[config.mk]
export PLATFORM = sky130hd
export DESIGN_NAME = command_line_signature_matcher
export DESIGN_NICKNAME = d
export VERILOG_FILES = /design/src/hdl/cmdsig_pkg.sv /design/src/hdl/cmdsig_cell.sv /design/src/hdl/cmdsig_name.sv /design/src/hdl/command_line_signature_matcher.sv
export SDC_FILE = /design/constraint.sdc
export NUM_CORES = 1
export LEC_CHECK = 0
export ABC_AREA = 1
export BUFFER_PORTS_ARGS = -buffer_cell sky130_fd_sc_hd__buf_2
export CORE_MARGIN = 3
export CORE_UTILIZATION = 45
export DETAILED_ROUTE_END_ITERATION = 10
export PLACE_DENSITY = 0.61
export SETUP_SLACK_MARGIN = 0.15
export SYNTH_ARGS = -nofsm -noshare
export SYNTH_HDL_FRONTEND = slang
export SYNTH_SLANG_ARGS = --single-unit
export TNS_END_PERCENT = 1
[constraint.sdc]
create_clock -name aclk -period 2.6 [get_ports aclk]
set_input_delay 0.39 -clock aclk [delete_from_list [all_inputs] [get_ports aclk]]
set_output_delay 0.39 -clock aclk [all_outputs]
set_load 0.03 [all_outputs]
[src/hdl/cmdsig_pkg.sv]
// Shared constants and types for the command line signature matcher.
`default_nettype none

package cmdsig_pkg;

    localparam int unsigned WIN       = 19;
    localparam int unsigned IND_COUNT = 8;
    localparam int unsigned IDX_W     = $clog2(IND_COUNT);

    typedef logic [7:0] byte_t;
    typedef logic [IND_COUNT-1:0] ind_vec_t;

    // Indicator strings, right-aligned: the last character sits in the lowest byte.
    localparam logic [WIN*8-1:0] IND_PAT [IND_COUNT] = '{
        (WIN*8)'("-encodedcommand"),
        (WIN*8)'("frombase64string"),
        (WIN*8)'("downloadstring"),
        (WIN*8)'("invoke-expression"),
        (WIN*8)'(" iex "),
        (WIN*8)'("-nop"),
        (WIN*8)'("-w hidden"),
        (WIN*8)'("-windowstyle hidden")
    };

    localparam int unsigned IND_LEN [IND_COUNT] = '{15, 16, 14, 17, 5, 4, 9, 19};

    typedef struct packed {
        logic shift;
        logic clear;
    } cell_ctl_t;

    typedef struct packed {
        logic  valid;
        logic  has_char;
        byte_t char_byte;
        logic  last;
        logic  clear;
    } name_ctl_t;

endpackage

`default_nettype wire

[src/hdl/cmdsig_cell.sv]
// One window cell: holds a command line byte and compares its incoming byte.
`default_nettype none

module cmdsig_cell
    import cmdsig_pkg::*;
#(
    parameter int unsigned POS = 0
) (
    input  wire        aclk,
    input  wire        aresetn,
    input  cell_ctl_t  ctl,
    input  byte_t      data_in,
    output byte_t      data_out,
    output ind_vec_t   hit
);

    localparam int unsigned OFFSET = WIN - 1 - POS;

    byte_t data_reg;
    byte_t data_next;

    always_comb begin
        data_next = data_reg;
        if (ctl.clear) begin
            data_next = '0;
        end else if (ctl.shift) begin
            data_next = data_in;
        end
    end

    always_ff @(posedge aclk) begin
        if (!aresetn) begin
            data_reg <= '0;
        end else begin
            data_reg <= data_next;
        end
    end

    always_comb begin
        for (int i = 0; i < IND_COUNT; i++) begin
            if (OFFSET < IND_LEN[i]) begin
                hit[i] = (data_in == IND_PAT[i][OFFSET*8 +: 8]);
            end else begin
                hit[i] = 1'b1;
            end
        end
    end

    assign data_out = data_reg;

endmodule

`default_nettype wire

[src/hdl/cmdsig_name.sv]
// Process name checker against the two accepted executable names.
`default_nettype none

module cmdsig_name
    import cmdsig_pkg::*;
(
    input  wire        aclk,
    input  wire        aresetn,
    input  name_ctl_t  ctl,
    output logic       name_ok
);

    localparam logic [14*8-1:0] CAND0 = "powershell.exe";
    localparam logic [8*8-1:0]  CAND1 = "pwsh.exe";
    localparam logic [3:0]      LEN0  = 4'd14;
    localparam logic [3:0]      LEN1  = 4'd8;
    localparam logic [3:0]      POS_MAX = 4'd15;

    logic [3:0] pos_reg, pos_next, pos_upd;
    logic [1:0] mismatch_reg, mismatch_next, mismatch_upd;
    logic       ok_reg, ok_next;
    byte_t      cand0_char, cand1_char;

    always_comb begin
        cand0_char = '0;
        cand1_char = '0;
        for (int p = 0; p < 14; p++) begin
            if (pos_reg == 4'(p)) begin
                cand0_char = CAND0[(13-p)*8 +: 8];
            end
        end
        for (int p = 0; p < 8; p++) begin
            if (pos_reg == 4'(p)) begin
                cand1_char = CAND1[(7-p)*8 +: 8];
            end
        end
    end

    always_comb begin
        pos_upd      = pos_reg;
        mismatch_upd = mismatch_reg;
        if (ctl.has_char) begin
            if (pos_reg >= LEN0 || cand0_char != ctl.char_byte) begin
                mismatch_upd[0] = 1'b1;
            end
            if (pos_reg >= LEN1 || cand1_char != ctl.char_byte) begin
                mismatch_upd[1] = 1'b1;
            end
            if (pos_reg != POS_MAX) begin
                pos_upd = pos_reg + 4'd1;
            end
        end

        pos_next      = pos_reg;
        mismatch_next = mismatch_reg;
        ok_next       = ok_reg;
        if (ctl.clear) begin
            pos_next      = '0;
            mismatch_next = '0;
            ok_next       = 1'b0;
        end else if (ctl.valid) begin
            pos_next      = pos_upd;
            mismatch_next = mismatch_upd;
            if (ctl.last) begin
                ok_next = (!mismatch_upd[0] && pos_upd == LEN0) ||
                          (!mismatch_upd[1] && pos_upd == LEN1);
                pos_next      = '0;
                mismatch_next = '0;
            end
        end
    end

    always_ff @(posedge aclk) begin
        if (!aresetn) begin
            pos_reg      <= '0;
            mismatch_reg <= '0;
            ok_reg       <= 1'b0;
        end else begin
            pos_reg      <= pos_next;
            mismatch_reg <= mismatch_next;
            ok_reg       <= ok_next;
        end
    end

    assign name_ok = ok_reg;

endmodule

`default_nettype wire

[src/hdl/command_line_signature_matcher.sv]
// Top level of the command line signature matcher.
`default_nettype none

// Channel | Dir | tdata (low bit up)                     | tuser    | tlast
// s_      | in  | has_char[0], char_byte[8:1], pad[15:9] | segment  | is_last
// m_      | out | alert[0], indicator_index[3:1], pad    | -        | -
//
// One word is taken every cycle while s_tready is high; the byte passes through a row of 19 cells.
// The result of a record appears in the output register in the cycle after the
// command line's last word. Reset clears the window, the flags and the name.
// A held result stalls input only when the output register cannot drain.

module command_line_signature_matcher
    import cmdsig_pkg::*;
(
    input  wire         aclk,
    input  wire         aresetn,
    input  wire         s_tvalid,
    output logic        s_tready,
    input  wire  [15:0] s_tdata,  // has_char, char_byte, padding
    input  wire         s_tuser,  // segment
    input  wire         s_tlast,  // is_last
    output logic        m_tvalid,
    input  wire         m_tready,
    output logic [7:0]  m_tdata   // alert, indicator_index, padding
);

    logic      accept;
    logic      in_has;
    byte_t     in_byte;
    byte_t     folded;
    logic      cmd_word;
    logic      cmd_end;
    cell_ctl_t cell_ctl;
    name_ctl_t name_ctl;
    logic      name_ok;

    byte_t     win_q   [WIN];
    ind_vec_t  cell_hit [WIN];
    ind_vec_t  hit_all;

    ind_vec_t  found_reg, found_next, found_eff;
    logic      out_valid_reg, out_valid_next;
    logic [7:0] out_data_reg, out_data_next;
    logic      alert;
    logic [IDX_W-1:0] first_idx;

    assign s_tready = !out_valid_reg || m_tready;
    assign accept   = s_tvalid && s_tready;
    assign in_has   = s_tdata[0];
    assign in_byte  = s_tdata[8:1];
    assign folded   = (in_byte >= 8'h41 && in_byte <= 8'h5A) ? in_byte + 8'h20 : in_byte;
    assign cmd_word = accept && s_tuser;
    assign cmd_end  = cmd_word && s_tlast;

    assign cell_ctl.shift = cmd_word && in_has;
    assign cell_ctl.clear = cmd_end;

    assign name_ctl.valid     = accept && !s_tuser;
    assign name_ctl.has_char  = in_has;
    assign name_ctl.char_byte = folded;
    assign name_ctl.last      = s_tlast;
    assign name_ctl.clear     = cmd_end;

    cmdsig_name u_name (
        .aclk    (aclk),
        .aresetn (aresetn),
        .ctl     (name_ctl),
        .name_ok (name_ok)
    );

    genvar g;
    generate
        for (g = 0; g < WIN; g++) begin : g_cell
            byte_t cell_in;
            if (g == WIN - 1) begin : g_head
                assign cell_in = folded;
            end else begin : g_body
                assign cell_in = win_q[g+1];
            end
            cmdsig_cell #(.POS(g)) u_cell (
                .aclk     (aclk),
                .aresetn  (aresetn),
                .ctl      (cell_ctl),
                .data_in  (cell_in),
                .data_out (win_q[g]),
                .hit      (cell_hit[g])
            );
        end
    endgenerate

    always_comb begin
        hit_all = '1;
        for (int k = 0; k < WIN; k++) begin
            hit_all = hit_all & cell_hit[k];
        end
    end

    always_comb begin
        found_eff = found_reg;
        if (cell_ctl.shift) begin
            found_eff = found_reg | hit_all;
        end
        first_idx = '0;
        for (int i = IND_COUNT - 1; i >= 0; i--) begin
            if (found_eff[i]) begin
                first_idx = IDX_W'(i);
            end
        end
        alert = name_ok && (found_eff != '0);

        found_next = cmd_end ? '0 : found_eff;

        out_valid_next = out_valid_reg;
        out_data_next  = out_data_reg;
        if (m_tready) begin
            out_valid_next = 1'b0;
        end
        if (cmd_end) begin
            out_valid_next = 1'b1;
            out_data_next  = {4'b0, (alert ? first_idx : IDX_W'(0)), alert};
        end
    end

    always_ff @(posedge aclk) begin
        if (!aresetn) begin
            found_reg     <= '0;
            out_valid_reg <= 1'b0;
        end else begin
            found_reg     <= found_next;
            out_valid_reg <= out_valid_next;
        end
    end

    always_ff @(posedge aclk) begin
        out_data_reg <= out_data_next;
    end

    assign m_tvalid = out_valid_reg;
    assign m_tdata  = out_data_reg;

endmodule

`default_nettype wire
==> flow_summary.yaml <==
run_status:
  outcome: "finished, final reports clean"
clocking:
  cts_tree: "yes"
  clock_latency_ps: 440
  cts_hold_buf: 0
  clkTransAtPathRegs_ps: 70
  root_buffer: "clkbuf_16"
  numCtsBuffers: 17
  htree_levels: 4
  cts.sinks: 164
  cts_max_path_buffers: 2
finish:
  drive_gt1_frac: 0.0818
  n_antenna_cell: 0
  fillers: 1762
  largest_register_ffs: 144
  regArea_sq_um: 3320
  areaGrowthSynthToFinish_pct: 12.2
  nets: 1249
  multiInputGateArea_sq_um: 4100
  final_util: 0.521
worst_setup_path:
  cpPeakStageDelay_ps: 360
  worst_setup_path_end_kind: "flop"
  cp-start-kind: "flop"
  path_delay_family: "simple AND/OR/NAND/NOR gates"
  crit_path_max_fanout: 4
  cp_slowest_cell: "dfxtp_1"
  criticalPathCategory: "flop to flop"
  cp.required_ps: 2900
  crit_arrival_ps: 2530
  path_cells: "inv_1 -> nor2_1 -> nand3_1 -> nor2_1 -> nand3_1 -> nor2_1 -> nand3_1 -> nor2_1 -> nand2_1 -> nand2_1 -> inv_1 -> nand3_1 -> nand2_1 -> nand2_2 -> nand2_1 -> a21oi_2"
  critical_path_buf_inv_count: 2
floorplan:
  pin_count: 32
  fp.dieArea_sq_um: 19700
  fp.dieW_microns: 140
  start_util: 0.464
  die_h_microns: 140
  fp-row-count: 48
  core_sq_um: 17500
timing:
  fin_hold_ws_ps: 226
  slew_headroom: 0.460
  worst_pin_slew_ps: 810
  skew_ps: 7.93
  final-setup-viol-count: 0
  finalMaxSlewViolations: 0
  setup_slack_ps: 367
  fin_crit_ps: 2230
  post-route-period-util: 0.859
  finalHoldViolations: 0
  rsz0062_at_grt: "yes"
  fmax_ghz: 0.448
  finalSetupTns_ps: 0
run:
  drv_cap: 0
detailed_routing:
  vias: 7677
  first_pass_iters: 5
  detail_route.wl_per_cell_microns: 15.1
  drt-initial-drc-count: 529
  viasPerCell: 5.26
  routed_wl_mm: 22.0
  remaining_drc_errors: 0
  ant_nets: 0
synthesis:
  synth.distinct_cells: 37
  yosys.area.top_type: "dfxtp_1"
  syn_area_sq_um: 8110
  synth_seq_cells: 164
  async_flop_share: 0
  synth_edf_count: 4
  synth_top_area_share: 0.395
  yosysSeqAreaShare: 0.410
  synthTopCellsByCount: "nand2_1 (260), dfxtp_1 (160), a21oi_1 (151), inv_1 (146), nor2_1 (131)"
  syn_inst: 1225
  synth.area.top_cells: "dfxtp_1 (40%), nand2_1 (12%), a21oi_1 (9.3%), o21ai_0 (7.2%), inv_1 (6.8%)"
  syn_avg_cell_area_sq_um: 6.62
  synth_most_common_cell: "nand2_1"
  yosys_warnings: 0
  ys.flop_type: "dfxtp_1"
place:
  dpl.hpwl_mm: 15.7
  io_buffers: 20
  place_ws_ps: 304
  gp_congestion: 0.921
global_routing:
  gr-total-overflow: 0
  grt_pass1_vias: 7132
  grt_max_degree: 196
  grt.total_usage: 0.229
  antenna_found_initial: 0
  grt_pass1_wl_mm: 36.4
min_path:
  min_path_type: "input pin to flop"
power_and_ir_drop:
  peakVddDrop_mv: 0.445
  p_per_area_nw_per_um2: 644
  p_leak_nw: 3.42
stage by stage:
step / cell area, sq um / total power [mW] / instances
5_1_grt: 9100 / 6.09 / 1460
6_report: 9100 / 5.86 / 1460
3_3_place_gp: 8380 / 3.18 / 1428
3_5_place_dp: 8380 / 3.18 / 1428
4_1_cts: 9020 / 5.91 / 1460
2_1_floorplan: 8120 / 3.04 / 1228
worst register-to-register path, delay by kind of cell, from the launching register on:
kind,cells,cell delay (ps)
buffers and inverters,2,190
DFF,1,360
AOI/OAI and AO/OA,1,100
and+or+nand+nor,13,1450
logic make-up (layout without fill, tap and decap cells):
logic type,Yosys count,in the layout,synth area share
xor gates and xnor gates,5,5,0.00540
adders and majority gates,5,5,0.00772
other,1,4,0.000463
DFF,164,164,0.410
AOI/OAI and AO/OA,282,282,0.179
and+or+nand+nor,564,564,0.301
buffers and inverters,204,211,0.0965
layout by cell type (no fill, tap or decap), types with 5 or more instances in the layout:
cell type / instances
a21oi_1: 150
nor3_2: 5
inv_1: 145
inv_6: 6
buf_2: 20
nor2_2: 8
nor2_1: 128
nand2_1: 259
nor3_1: 34
nand3b_1: 5
xor2_1: 5
nand2_2: 9
inv_2: 5
nand4_1: 39
dfxtp_1: 159
clkbuf_16: 18
buf_4: 6
o21ai_0: 116
nand3_1: 63
routing by layer:
layer / vias to the layer above / part of all wire / routed length, microns / global-route usage
li1: 3990 / - / - / -
met1: 3462 / 0.48 / 10600 / 0.319
met2: 187 / 0.45 / 9810 / 0.355
met3: 38 / 0.048 / 1060 / 0.0464
met4: 0 / 0.023 / 502 / 0.0785
met5: - / 0 / 0 / 0
area by class of cell:
class / count / share of cell area
inverters: 151 / 0.0623
flip-flops and latches: 164 / 0.365
multi-input cells: 860 / 0.451
clock buffers: 19 / 0.0499
clock inverters: 13 / 0.0201
well taps: 225 / 0.0309
repair buffers: 28 / 0.0204
power breakdown:
group	total [mW]	internal, mW	leakage [nW]	switching (mW)
sequential	2.68	2.61	1.34	0.0731
clock	2.73	1.60	0.313	1.13
combinational	0.450	0.130	1.77	0.320
path summary, 6_finish.rpt:
kind                                                                  end                                  startpoint  slack (ps)  depth (start not counted)
worst max-delay path                             m_tdata[1]$_SDFFCE_PP0P_  g_cell[17].u_cell.data_out[2]$_SDFFE_PP0P_         370                         16
worst min-delay path                                m_tvalid$_SDFFE_PN0P_                                     aresetn         230                          2
worst max register to register                   m_tdata[1]$_SDFFCE_PP0P_  g_cell[17].u_cell.data_out[2]$_SDFFE_PP0P_         370                         16
worst min register to register  g_cell[1].u_cell.data_out[7]$_SDFFE_PP0P_   g_cell[1].u_cell.data_out[7]$_SDFFE_PP0P_         460                          2
what timing repair did:
| action | CTS | global route |
|---|---|---|
| gates resized for setup | 0 | 18 |
| setup endpoints to repair | 0 | 3 |
| setup buffers | 0 | 0 |
Note: power is estimated with default switching activity, not from simulation.
